===== src/design/cordic_rotate_vector_macros.svh =====
// Assertion macros for the CORDIC rotation and vectoring unit.
// Simulation builds get concurrent assertions; synthesis builds get empty bodies.
`ifndef CORDIC_ROTATE_VECTOR_MACROS_SVH
`define CORDIC_ROTATE_VECTOR_MACROS_SVH
`ifndef SYNTHESIS
`define CRV_ASSERT_IMP(label, clk, rst_n, ante, cons) \
    label: assert property (@(posedge clk) disable iff (!rst_n) (ante) |-> (cons)) \
        else $error("CORDIC unit check failed");
`define CRV_ASSERT_NXT(label, clk, rst_n, ante, cons) \
    label: assert property (@(posedge clk) disable iff (!rst_n) (ante) |=> (cons)) \
        else $error("CORDIC unit check failed");
`else
`define CRV_ASSERT_IMP(label, clk, rst_n, ante, cons)
`define CRV_ASSERT_NXT(label, clk, rst_n, ante, cons)
`endif
`endif


===== src/design/crv_pkg.sv =====
// Shared types, constants and ROMs for the CORDIC rotation and vectoring unit.
// No dependencies; used by every module of the block.
package crv_pkg;

    localparam int DATA_WIDTH = 16;
    localparam int VEC_GUARD  = 8;
    localparam int XY_W       = 34;
    localparam int ACC_W      = 35;
    localparam int GAIN_W     = 16;
    localparam int PROD_W     = XY_W + GAIN_W + 1;
    localparam int PHASE_LIM  = 25736;
    localparam int TRIG_LIM   = 16384;

    localparam logic ACT_VECTOR = 1'b0;
    localparam logic ACT_ROTATE = 1'b1;

    localparam logic signed [ACC_W-1:0] HALF_PI_A = ACC_W'(1686629713);
    localparam logic signed [XY_W-1:0]  UNIT_A    = XY_W'(1073741824);

    localparam logic [29:0] ATAN_ROM [32] = '{
        30'd843314856, 30'd497837829, 30'd263043836, 30'd133525158,
        30'd67021686,  30'd33543515,  30'd16775850,  30'd8388437,
        30'd4194282,   30'd2097149,   30'd1048575,   30'd524287,
        30'd262143,    30'd131071,    30'd65535,     30'd32767,
        30'd16383,     30'd8191,      30'd4095,      30'd2047,
        30'd1023,      30'd511,       30'd255,       30'd127,
        30'd63,        30'd31,        30'd15,        30'd8,
        30'd4,         30'd2,         30'd1,         30'd0
    };

    localparam logic [GAIN_W-1:0] INV_GAIN_ROM [16] = '{
        16'd46341, 16'd41449, 16'd40211, 16'd39901,
        16'd39823, 16'd39803, 16'd39799, 16'd39797,
        16'd39797, 16'd39797, 16'd39797, 16'd39797,
        16'd39797, 16'd39797, 16'd39797, 16'd39797
    };

    typedef struct packed {
        logic                         action;
        logic signed [DATA_WIDTH-1:0] in_x;
        logic signed [DATA_WIDTH-1:0] in_y;
        logic signed [15:0]           target_angle;
    } t_in_word;

    typedef struct packed {
        logic        [DATA_WIDTH-1:0] magnitude;
        logic signed [15:0]           phase;
        logic signed [15:0]           cosine;
        logic signed [15:0]           sine;
    } t_out_word;

    typedef struct packed {
        logic                    action;
        logic signed [XY_W-1:0]  x;
        logic signed [XY_W-1:0]  y;
        logic signed [ACC_W-1:0] acc;
        logic signed [ACC_W-1:0] t;
    } t_stage;

endpackage


===== src/design/crv_stage.sv =====
// One registered CORDIC micro-rotation stage with a fixed shift of STAGE_IDX.
// Depends on crv_pkg for the stage word type and the arctangent ROM.
module crv_stage import crv_pkg::*; #(
    parameter int STAGE_IDX = 0
) (
    input  logic       i_clk,
    input  logic       i_rst_n,
    input  logic [3:0] i_last_stage,
    input  logic       i_valid,
    input  t_stage     i_data,
    output logic       o_valid,
    output t_stage     o_data
);

    localparam logic [5:0]              IDX    = 6'(STAGE_IDX);
    localparam logic signed [ACC_W-1:0] ATAN_L = ACC_W'(ATAN_ROM[STAGE_IDX]);

    logic                   active;
    logic                   neg;
    logic signed [XY_W-1:0] x_sh;
    logic signed [XY_W-1:0] y_sh;
    t_stage                 n_data;
    t_stage                 r_data;
    logic                   r_valid;

    always_comb begin
        active = IDX <= {2'b00, i_last_stage};
        x_sh   = i_data.x >>> STAGE_IDX;
        y_sh   = i_data.y >>> STAGE_IDX;
        if (i_data.action == ACT_ROTATE) begin
            neg = i_data.t < i_data.acc;
        end else begin
            neg = !i_data.y[XY_W-1];
        end
        n_data = i_data;
        if (active) begin
            if (neg) begin
                n_data.x   = i_data.x + y_sh;
                n_data.y   = i_data.y - x_sh;
                n_data.acc = i_data.acc - ATAN_L;
            end else begin
                n_data.x   = i_data.x - y_sh;
                n_data.y   = i_data.y + x_sh;
                n_data.acc = i_data.acc + ATAN_L;
            end
        end
    end

    always_ff @(posedge i_clk) begin
        if (!i_rst_n) begin
            r_valid <= 1'b0;
        end else begin
            r_valid <= i_valid;
        end
    end

    always_ff @(posedge i_clk) begin
        r_data <= n_data;
    end

    assign o_valid = r_valid;
    assign o_data  = r_data;

endmodule


===== config.mk =====
export PLATFORM = sky130hd
export DESIGN_NAME = crv_stage
export DESIGN_NICKNAME = d
export VERILOG_FILES = /design/src/design/cordic_rotate_vector_macros.svh /design/src/design/crv_pkg.sv /design/src/design/crv_stage.sv
export SDC_FILE = /design/constraint.sdc
export NUM_CORES = 1
export LEC_CHECK = 0
export ABC_AREA = 1
export ABC_CLOCK_PERIOD_IN_PS = 3800
export BUFFER_PORTS_ARGS = -buffer_cell sky130_fd_sc_hd__buf_2
export CORE_MARGIN = 2
export CORE_UTILIZATION = 50
export CTS_CLUSTER_SIZE = 25
export DETAILED_ROUTE_END_ITERATION = 8
export GPL_ROUTABILITY_DRIVEN = 0
export PLACE_DENSITY = 0.78
export SLEW_MARGIN = 15
export SYNTH_ARGS = -nofsm -noshare
export SYNTH_HDL_FRONTEND = slang
export SYNTH_SLANG_ARGS = --single-unit

===== constraint.sdc =====
create_clock -name i_clk -period 3.8 [get_ports i_clk]
set_input_delay 0.57 -clock i_clk [delete_from_list [all_inputs] [get_ports i_clk]]
set_output_delay 0.57 -clock i_clk [all_outputs]
set_load 0.005 [all_outputs]

==> results.py <==
metrics = {
    "global_route": {
        "grt_util_met3": 0.0329,
        "grt_max_degree": 69,
        "grt_pass1_vias": 12600,
        "met1_usage": 0.367,
        "grt.overflow.total": 0,
        "busiest_layer": "met2",
        "antenna_found_initial": 0,
        "grt_pass1_wl_um": 61000,
        "grt.total_usage": 0.291,
        "use_met2": 0.502,
    },
    "synthesis": {
        "synth_area_per_cell_um2": 6.52,
        "ys.flop_type": "dfxtp_1",
        "synth_top_area_share": 0.226,
        "yosys-top-cells-area": "dfxtp_1, ha_1, nand2_1, inv_1, a21oi_1",
        "ys_seq_elements": 139,
        "synth.most_common_cell": "nand2_1",
        "yosys.area.top_type": "dfxtp_1",
        "synthTopCellsByCount": "nand2_1, inv_1, a21oi_1, nor2_1, o21ai_0",
        "syn_area_um2": 12300,
        "synth-async-reset-ratio": 0,
        "synthCells": 1891,
        "yosysSeqAreaShare": 0.226,
        "yosysWarnings": 0,
        "synth_nets": 2189,
        "yosysUniqueCellTypes": 47,
        "synth_edf_count": 0,
    },
    "timing": {
        "period_needed_ns": 3.52,
        "maxSlewViolCount": 0,
        "hold_viol_final": 0,
        "whs_ns": 0.260,
        "rsz0062_at_grt": "false",
        "relSlewSlack": 0.434,
        "max_freq_ghz": 0.284,
        "worst_pin_slew_ns": 0.838,
        "finalSetupViolCount": 0,
        "fin_crit_sh": 0.927,
    },
    "critical_path": {
        "slowest_stage": "o21ai_0",
        "crit_arrival_ns": 3.84,
        "cp-end-kind": "flop",
        "crit_chain": "buf_2, inv_1, ha_1, a21oi_1, nand2_1, nand2_1, nand2_1, nand2_1, nand2_1, nor2_1, buf_4, nand3_2, nand3_2, nand2_8, ha_1, nand2_1, o21ai_0, nand3_1, a21oi_1, nor2_1, nand3_1, nand2_1",
        "cpMostUsedCell": "nand2_1",
        "cp.depth": 22,
        "worstPathMaxFanout": 21,
        "critPathLaunchType": "primary input",
        "required_ns": 4.12,
        "crit_family": "simple AND/OR/NAND/NOR gates",
        "crit_buf_inv": 3,
        "max_stage_delay_ns": 0.49,
        "crit_type": "in -> reg",
    },
    "cells_and_area": {
        "syn_to_final_growth_pct": 19.9,
        "layout.nets": 2480,
        "fill_cells": 2239,
        "antennaDiodeCount": 0,
        "drive_gt1_frac": 0.186,
    },
    "routing": {
        "route.vias.total": 13500,
        "drc": 0,
        "detail_route.vias_per_cell": 5.36,
        "post_drt_wl_per_cell_um": 15.4,
        "antenna_left": 0,
        "first_pass_iters": 7,
        "routed_wl_um": 38900,
        "first_iter_violations": 1404,
    },
    "hold_path": {
        "hold_depth": 1,
        "hp-class": "in -> reg",
        "min_to": "o_data[20]",
        "worstHoldStart": "i_data[20]",
    },
    "die": {
        "die_w_um": 161,
        "dieArea_um2": 25900,
        "initial_core_util": 0.508,
        "io_pins": 286,
        "rows": 57,
        "core_um2": 24200,
        "die_h_um": 161,
    },
    "pwr": {
        "power_w": 0.00585,
        "p_leak_nw": 8.06,
        "power.density_nw_per_um2": 396,
        "max-vdd-ir-drop_v": 0.000196,
    },
    "clock_tree": {
        "clk_pin_slew_worst_paths_ns": 0.06,
        "cts_hold_buf": 0,
        "cts_tree": "done",
        "numCtsBuffers": 17,
        "ctsLongestPathBuffers": 2,
        "htreeDepth": 4,
        "post-cts-setup-buffers": 0,
        "cts.sinks": 139,
        "clockRootBuffer": "clkbuf_16",
    },
    "placement": {
        "dp_hpwl_um": 32200,
        "io_buffers": 281,
    },
    "run": {
        "maxCapViolCount": 0,
    },
    "status": {
        "outcome": "completed",
    },
}
## layout make-up
type / count / area (µm²) / area share
Clock inverter: 10 / 92.6 / 0.00627
Sequential cell: 139 / 2780 / 0.188
Clock buffer: 22 / 464 / 0.0314
Inverter: 323 / 1210 / 0.0821
Timing Repair Buffer: 316 / 1680 / 0.114
Multi-Input combinational cell: 1385 / 8140 / 0.551
Tap cell: 324 / 405 / 0.0274
## metrics by stage
step	util	area (µm²)	TNS [ns]	cells	setup slack (ns)
final	0.609	14800	0	2519	0.279
after detailed placement	0.586	14200	-0.230	2487	-0.0850
after CTS	0.609	14800	0	2519	0.282
after global placement	0.586	14200	-0.0566	2487	-0.0566
after global routing	0.609	14800	0	2519	0.0418
after floorplan	-	12300	0	1891	0.0774
## sequential cells by signal, summed over array words and instances, names as in the netlist
name     flops
o_data     138
o_valid      1
## cells by family after synthesis
family	synth area share
buffers and inverters	0.115
flip-flops	0.226
adder cells (fa/ha/maj)	0.156
AND/OR/NAND/NOR	0.250
multiplexers	0.00162
XOR/XNOR	0.0704
AO/OA/AOI/OAI	0.181
## metal layers
layer,up-vias,share of wire
met5,-,0
met4,0,0.049
met3,155,0.090
met2,722,0.47
met1,6026,0.39
li1,6587,-
## worst max-delay path by stage
stage | from | endpoint | slack (ns)
5_1_grt | i_data[57] | o_data[69] | 0.04
3_3_place_gp | i_data[57] | o_data[69] | -0.06
2_1_floorplan | i_data[69] | o_data[65] | 0.08
4_1_cts | i_data[69] | o_data[69] | 0.28
6_report | i_data[57] | o_data[69] | 0.28
3_5_place_dp | i_data[57] | o_data[69] | -0.09
## where the power goes
| group | switching, W | leakage (nW) | internal, W |
|---|---|---|---|
| Clock | 0.000663 | 0.263 | 0.000934 |
| Combinational | 0.00153 | 6.62 | 0.000883 |
| Sequential | 0.0000763 | 1.17 | 0.00177 |
| Total | 0.00227 | 8.06 | 0.00359 |
## cells in the final DEF, fill, tap and decap left out, types with 8 or more instances in the layout
cell type,instances
nand2_1,410
inv_1,315
buf_2,281
a21oi_1,178
nor2_1,177
o21ai_0,158
ha_1,149
dfxtp_1,139
xor2_1,94
nand3_1,57
buf_4,34
nand2_2,21
nor3_1,18
clkbuf_16,17
o21bai_1,11
o21a_1,11
nand2_4,10
o211ai_1,10
nor2_4,9
nor2_2,8
## repair_timing
action                     CTS  global route
resized for setup            0             2
hold endpoints to repair     0             0
setup endpoints to repair    0            11
Power figures use the tool's default switching activity.
