--- src/design/cordic_rotate_vector_macros.svh ---
// Assertion macros for the CORDIC rotation and vectoring unit.
// Simulation builds get concurrent assertions; synthesis builds get empty bodies.
`ifndef CORDIC_ROTATE_VECTOR_MACROS_SVH
`define CORDIC_ROTATE_VECTOR_MACROS_SVH
`ifndef SYNTHESIS
`define CRV_ASSERT_IMP(label, clk, rst_n, ante, cons) \
    label: assert property (@(posedge clk) disable iff (!rst_n) (ante) |-> (cons)) \
        else $error("CORDIC unit check failed");
`define CRV_ASSERT_NXT(label, clk, rst_n, ante, cons) \
    label: assert property (@(posedge clk) disable iff (!rst_n) (ante) |=> (cons)) \
        else $error("CORDIC unit check failed");
`else
`define CRV_ASSERT_IMP(label, clk, rst_n, ante, cons)
`define CRV_ASSERT_NXT(label, clk, rst_n, ante, cons)
`endif
`endif

--- src/design/crv_pkg.sv ---
// Shared types, constants and ROMs for the CORDIC rotation and vectoring unit.
// No dependencies; used by every module of the block.
package crv_pkg;

    localparam int DATA_WIDTH = 16;
    localparam int VEC_GUARD  = 8;
    localparam int XY_W       = 34;
    localparam int ACC_W      = 35;
    localparam int GAIN_W     = 16;
    localparam int PROD_W     = XY_W + GAIN_W + 1;
    localparam int PHASE_LIM  = 25736;
    localparam int TRIG_LIM   = 16384;

    localparam logic ACT_VECTOR = 1'b0;
    localparam logic ACT_ROTATE = 1'b1;

    localparam logic signed [ACC_W-1:0] HALF_PI_A = ACC_W'(1686629713);
    localparam logic signed [XY_W-1:0]  UNIT_A    = XY_W'(1073741824);

    localparam logic [29:0] ATAN_ROM [32] = '{
        30'd843314856, 30'd497837829, 30'd263043836, 30'd133525158,
        30'd67021686,  30'd33543515,  30'd16775850,  30'd8388437,
        30'd4194282,   30'd2097149,   30'd1048575,   30'd524287,
        30'd262143,    30'd131071,    30'd65535,     30'd32767,
        30'd16383,     30'd8191,      30'd4095,      30'd2047,
        30'd1023,      30'd511,       30'd255,       30'd127,
        30'd63,        30'd31,        30'd15,        30'd8,
        30'd4,         30'd2,         30'd1,         30'd0
    };

    localparam logic [GAIN_W-1:0] INV_GAIN_ROM [16] = '{
        16'd46341, 16'd41449, 16'd40211, 16'd39901,
        16'd39823, 16'd39803, 16'd39799, 16'd39797,
        16'd39797, 16'd39797, 16'd39797, 16'd39797,
        16'd39797, 16'd39797, 16'd39797, 16'd39797
    };

    typedef struct packed {
        logic                         action;
        logic signed [DATA_WIDTH-1:0] in_x;
        logic signed [DATA_WIDTH-1:0] in_y;
        logic signed [15:0]           target_angle;
    } t_in_word;

    typedef struct packed {
        logic        [DATA_WIDTH-1:0] magnitude;
        logic signed [15:0]           phase;
        logic signed [15:0]           cosine;
        logic signed [15:0]           sine;
    } t_out_word;

    typedef struct packed {
        logic                    action;
        logic signed [XY_W-1:0]  x;
        logic signed [XY_W-1:0]  y;
        logic signed [ACC_W-1:0] acc;
        logic signed [ACC_W-1:0] t;
    } t_stage;

endpackage

--- src/design/crv_post.sv ---
// Gain correction and output scaling: a multiply stage, then rounding and saturation.
// Depends on crv_pkg for the stage word, the output word and the inverse-gain ROM.
module crv_post import crv_pkg::*; (
    input  logic       i_clk,
    input  logic       i_rst_n,
    input  logic [3:0] i_gain_idx,
    input  logic       i_valid,
    input  t_stage     i_data,
    output logic       o_valid,
    output t_out_word  o_word
);

    localparam logic signed [PROD_W-1:0] MAG_RND  = PROD_W'(1) <<< (15 + VEC_GUARD);
    localparam logic signed [PROD_W-1:0] TRIG_RND = PROD_W'(1) <<< 31;
    localparam logic signed [PROD_W-1:0] MAG_HI   = PROD_W'((1 << DATA_WIDTH) - 1);
    localparam logic signed [PROD_W-1:0] TRIG_HI  = PROD_W'(TRIG_LIM);
    localparam logic signed [PROD_W-1:0] TRIG_LO  = -TRIG_HI;
    localparam logic signed [ACC_W:0]    PH_RND   = (ACC_W + 1)'(65536);
    localparam logic signed [ACC_W:0]    PH_HI    = (ACC_W + 1)'(PHASE_LIM);
    localparam logic signed [ACC_W:0]    PH_LO    = -PH_HI;

    logic signed [GAIN_W:0]   gain;
    logic signed [PROD_W-1:0] n_prod_x;
    logic signed [PROD_W-1:0] n_prod_y;
    logic signed [PROD_W-1:0] r_prod_x;
    logic signed [PROD_W-1:0] r_prod_y;
    logic signed [ACC_W-1:0]  r_acc;
    logic                     r_action;
    logic                     r_mul_valid;

    logic signed [PROD_W-1:0] mag_full;
    logic signed [PROD_W-1:0] cos_full;
    logic signed [PROD_W-1:0] sin_full;
    logic signed [ACC_W:0]    ph_full;
    logic        [DATA_WIDTH-1:0] mag_sat;
    logic signed [15:0]       cos_sat;
    logic signed [15:0]       sin_sat;
    logic signed [15:0]       ph_sat;
    t_out_word                n_word;
    t_out_word                r_word;
    logic                     r_out_valid;

    always_comb begin
        gain     = $signed({1'b0, INV_GAIN_ROM[i_gain_idx]});
        n_prod_x = PROD_W'(i_data.x) * PROD_W'(gain);
        n_prod_y = PROD_W'(i_data.y) * PROD_W'(gain);
    end

    always_ff @(posedge i_clk) begin
        r_prod_x <= n_prod_x;
        r_prod_y <= n_prod_y;
        r_acc    <= i_data.acc;
        r_action <= i_data.action;
    end

    always_comb begin
        mag_full = (r_prod_x + MAG_RND) >>> (16 + VEC_GUARD);
        cos_full = (r_prod_x + TRIG_RND) >>> 32;
        sin_full = (r_prod_y + TRIG_RND) >>> 32;
        ph_full  = (PH_RND - (ACC_W + 1)'(r_acc)) >>> 17;

        if (mag_full < 0) begin
            mag_sat = '0;
        end else if (mag_full > MAG_HI) begin
            mag_sat = '1;
        end else begin
            mag_sat = mag_full[DATA_WIDTH-1:0];
        end

        if (cos_full > TRIG_HI) begin
            cos_sat = TRIG_HI[15:0];
        end else if (cos_full < TRIG_LO) begin
            cos_sat = TRIG_LO[15:0];
        end else begin
            cos_sat = cos_full[15:0];
        end

        if (sin_full > TRIG_HI) begin
            sin_sat = TRIG_HI[15:0];
        end else if (sin_full < TRIG_LO) begin
            sin_sat = TRIG_LO[15:0];
        end else begin
            sin_sat = sin_full[15:0];
        end

        if (ph_full > PH_HI) begin
            ph_sat = PH_HI[15:0];
        end else if (ph_full < PH_LO) begin
            ph_sat = PH_LO[15:0];
        end else begin
            ph_sat = ph_full[15:0];
        end

        n_word = '0;
        if (r_action == ACT_ROTATE) begin
            n_word.cosine = cos_sat;
            n_word.sine   = sin_sat;
        end else begin
            n_word.magnitude = mag_sat;
            n_word.phase     = ph_sat;
        end
    end

    always_ff @(posedge i_clk) begin
        r_word <= n_word;
    end

    always_ff @(posedge i_clk) begin
        if (!i_rst_n) begin
            r_mul_valid <= 1'b0;
            r_out_valid <= 1'b0;
        end else begin
            r_mul_valid <= i_valid;
            r_out_valid <= r_mul_valid;
        end
    end

    assign o_valid = r_out_valid;
    assign o_word  = r_word;

endmodule
--- config.mk ---
export PLATFORM = sky130hd
export DESIGN_NAME = crv_post
export DESIGN_NICKNAME = d
export VERILOG_FILES = /design/src/design/cordic_rotate_vector_macros.svh /design/src/design/crv_pkg.sv /design/src/design/crv_post.sv
export SDC_FILE = /design/constraint.sdc
export NUM_CORES = 2
export LEC_CHECK = 0
export ABC_AREA = 0
export BUFFER_PORTS_ARGS = -buffer_cell sky130_fd_sc_hd__buf_2
export CAP_MARGIN = 40
export CORE_ASPECT_RATIO = 2
export CORE_MARGIN = 10
export CORE_UTILIZATION = 65
export CTS_BUF_LIST = sky130_fd_sc_hd__clkbuf_8
export CTS_CLUSTER_SIZE = 28
export DETAILED_ROUTE_END_ITERATION = 6
export HOLD_SLACK_MARGIN = 0.08
export MAX_ROUTING_LAYER = met4
export PLACE_DENSITY_LB_ADDON = 0.08
export SETUP_SLACK_MARGIN = 0.5
export SLEW_MARGIN = 20
export SYNTH_ARGS = -nofsm -noshare
export SYNTH_HDL_FRONTEND = slang
export SYNTH_SLANG_ARGS = --single-unit
--- constraint.sdc ---
create_clock -name i_clk -period 13.37 [get_ports i_clk]
set_input_delay 2.674 -clock i_clk [delete_from_list [all_inputs] [get_ports i_clk]]
set_output_delay 2.674 -clock i_clk [all_outputs]
set_load 0.02 [all_outputs]
==> metrics.md <==
| Metric | Value |
|---|---|
| Setup crit start kind | input port |
| DR WL/cell | slightly above 20 um |
| Die area | 70,490 um^2 |
| Final Hold Slack | between 0.4 and 0.5 ns |
| Grt ovf | 0 |
| Vias in the first global route | ~33,000 |
| Area growth syn-to-layout | 5.118% |
| Synthesized area | 38,820 um^2 |
| Average instance area after synthesis | 8.922 um^2 |
| Top FF cell, synth | dfxtp_1 |
| Relative slew slack | 0.3713 |
| Status | finished clean |
| Post-Place Setup Slack | ~2.5 ns |
| Number of remaining DRC errors | 0 |
| Highest clock rate | 0.09551 GHz |
| Final worst-path cycle share | 0.7831 |
| Initial core utilization | 0.6566 |
| H-tree levels | 4 |
| IO Pins | 211 |
| CP max stage delay | a little under 0.8 ns |
| RSZ-0062 raised after global routing | no |
| Net Count, Synth | 5,699 |
| Post-synth EDFFs | 0 |
| Req. time, crit path | around 14 ns |
| Initial antenna violation count | 17 |
| FF+latch count, synth | 150 |
| Chip width | ~190 um |
| Hold-fix buffers, CTS | 0 |
| Synth cell types | 70 |
| Synth async-reset ratio | 0 |
| Buf+Inv Stages, Crit Path | 5 |
| Crit. End Element | register |
| Final setup vio count | 0 |
| Final Hold Viols | 0 |
| GP Congestion | 0.9346 |
| Number of port buffers | approximately 180 |
| Min Tclk post-route | 10.47 ns |
| CP top delay family | adder cells |
| Slowest cell on the critical path | a311oi_2 |
| First-pass GRT wire length | ~170,000 um |
| Largest net degree at the start of global routing | 50 |
| Post-DP HPWL | 85,660 um |
| Core ar. | 59,120 um^2 |
| Total clock sinks | 150 |
| Total GRT Usage | 0.3274 |
| Most used cell along the critical path | fa_1 |
| Setup repair bufs after CTS | 0 |
| Area contributors post-synth | fa_1 50%, inv_1 12%, ha_1 7.8% |
| DRT iter0 DRCs | ~1,600 |
| CP max FO | 33 |
| Post-synthesis sequential area ratio | 0.07736 |
| Sum Neg Setup Slack | 0 ns |
| Post-DRT Antenna Nets | 0 |
| CP arrival | 10.89 ns |
| TritonRoute pass-1 iters | 6 |
| Syn. warnings | 0 |
| Worst skew pair latency | between 0.5 and 0.6 ns |
| Max cap viols | 0 |
| Vias per cell | between 5 and 6 |
| Worst Hold Class | reg2reg |
| Tightest Pin Transition | roughly 0.93 ns |
| Yosys top cell by area | fa_1 |
| CTS max path bufs | 2 |
| Total wire length | 105,500 um |
| # rows | about 130 |
| Post-Synthesis Cells | roughly 4,400 |
| Max Clock Skew | between 0.04 and 0.05 ns |
| CTS tree | done |
| Die Span Y | ~370 um |
| Final nets | roughly 5,700 |
| Setup ws final | between 2 and 3 ns |
| Synth top area share | 0.4951 |
| WS Path Type | in2reg |
| CTS Buf Count | 17 |
| Clock transition at the registers of the reported paths | ~0.11 ns |
| Pins Over Slew Limit | 0 |
| Cts repair resizes | 0 |
| Share of layout cells above drive strength 1 | 0.06107 |
| Vias | approximately 29,000 |
| Root buf cell | clkbuf_8 |
-- flip-flops by register name, summed over array words and instances, names as in the netlist --
signal and count:
r_action 1, r_acc 35, o_valid 1, r_prod_x 28
r_prod_y 20, r_mul_valid 1, o_word 64
-- cells by family after synthesis --
family                   synth area share
adder cells (fa/ha/maj)            0.5731
XOR/XNOR                          0.02617
multiplexers                     0.001547
AND/OR/NAND/NOR                    0.1382
flip-flops                        0.07736
buffers and inverters              0.1406
AO/OA/AOI/OAI                     0.04303
-- path summary, 6_finish.rpt --
check,slack [ns],depth (start not counted),end,start
setup / recovery,2.90,26,r_prod_x[39],i_gain_idx[1]
hold reg to reg,0.47,1,o_valid,r_mul_valid
hold / removal,0.47,1,o_valid,r_mul_valid
setup reg to reg,9.49,8,o_word[32],r_acc[11]
-- cell usage after synthesis, types with 5 or more instances --
library cell,n
a21oi_1,100
a21boi_0,5
inv_1,1267
o21a_1,8
o21bai_1,6
xnor2_1,64
o21ai_0,36
and2_1,202
and3_1,38
or4_1,5
o211ai_1,6
a21o_1,32
nor2_1,154
o31ai_1,8
fa_1,960
a211oi_1,10
nor3_1,29
nand4_1,21
and4_1,5
nand2b_1,8
a31oi_1,9
nand3_1,43
mux2i_1,6
xor2_1,52
dfxtp_1,150
ha_1,242
nand2_1,609
clkbuf_1,179
or3_1,8
or2_2,8
nor4_1,5
nor2b_1,9
-- metal layers --
layer	share of wire	global-route usage
met4	0.074	0.2063
met5	0	-
met1	0.32	0.3176
met2	0.54	0.5878
met3	0.065	0.05494
-- worst register-to-register path, delay by kind of cell, from the launching register on --
family	cells	cell delay [ns]
DFF	1	0.31
and+or+nand+nor	7	2.59
AOI/OAI and AO/OA	1	0.87
-- layout make-up --
class | instances | area, um^2
inverter | 1267 | 4756
multi-input combinational | 2750 | 30430
antenna | 17 | 42.54
sequential | 150 | 3003
clock buffer | 17 | 234.0
tap | 768 | 960.9
fill | 4912 | 18310
timing repair buffer | 206 | 1179
clock inverter | 15 | 196.4
-- stage by stage --
stage / utilization / std cells / instance area [um^2]
floorplan: - / 4351 / 38820
finish: 0.6902 / 5190 / 40810
detailed placement: 0.6818 / 5140 / 40300
CTS: 0.6890 / 5172 / 40740
global placement: 0.6805 / 5136 / 40230
global route: 0.6902 / 5190 / 40810
-- layout by cell type, fill, tap and decap left out, drive strengths merged, types with 9 or more instances in the layout --
cell type / n
inv: 1274
fa: 960
nand2: 609
ha: 242
buf: 206
and2: 202
nor2: 154
dfxtp: 150
a21oi: 100
xnor2: 64
xor2: 52
nand3: 43
and3: 38
o21ai: 37
a21o: 32
nor3: 30
nand4: 21
diode: 17
clkbuf: 17
a211oi: 10
a31oi: 9
nor2b: 9
or2: 9
Power is left out: the tool's default activity adds up to more than one toggle a clock period on the data nets, which glitch-free logic cannot reach.
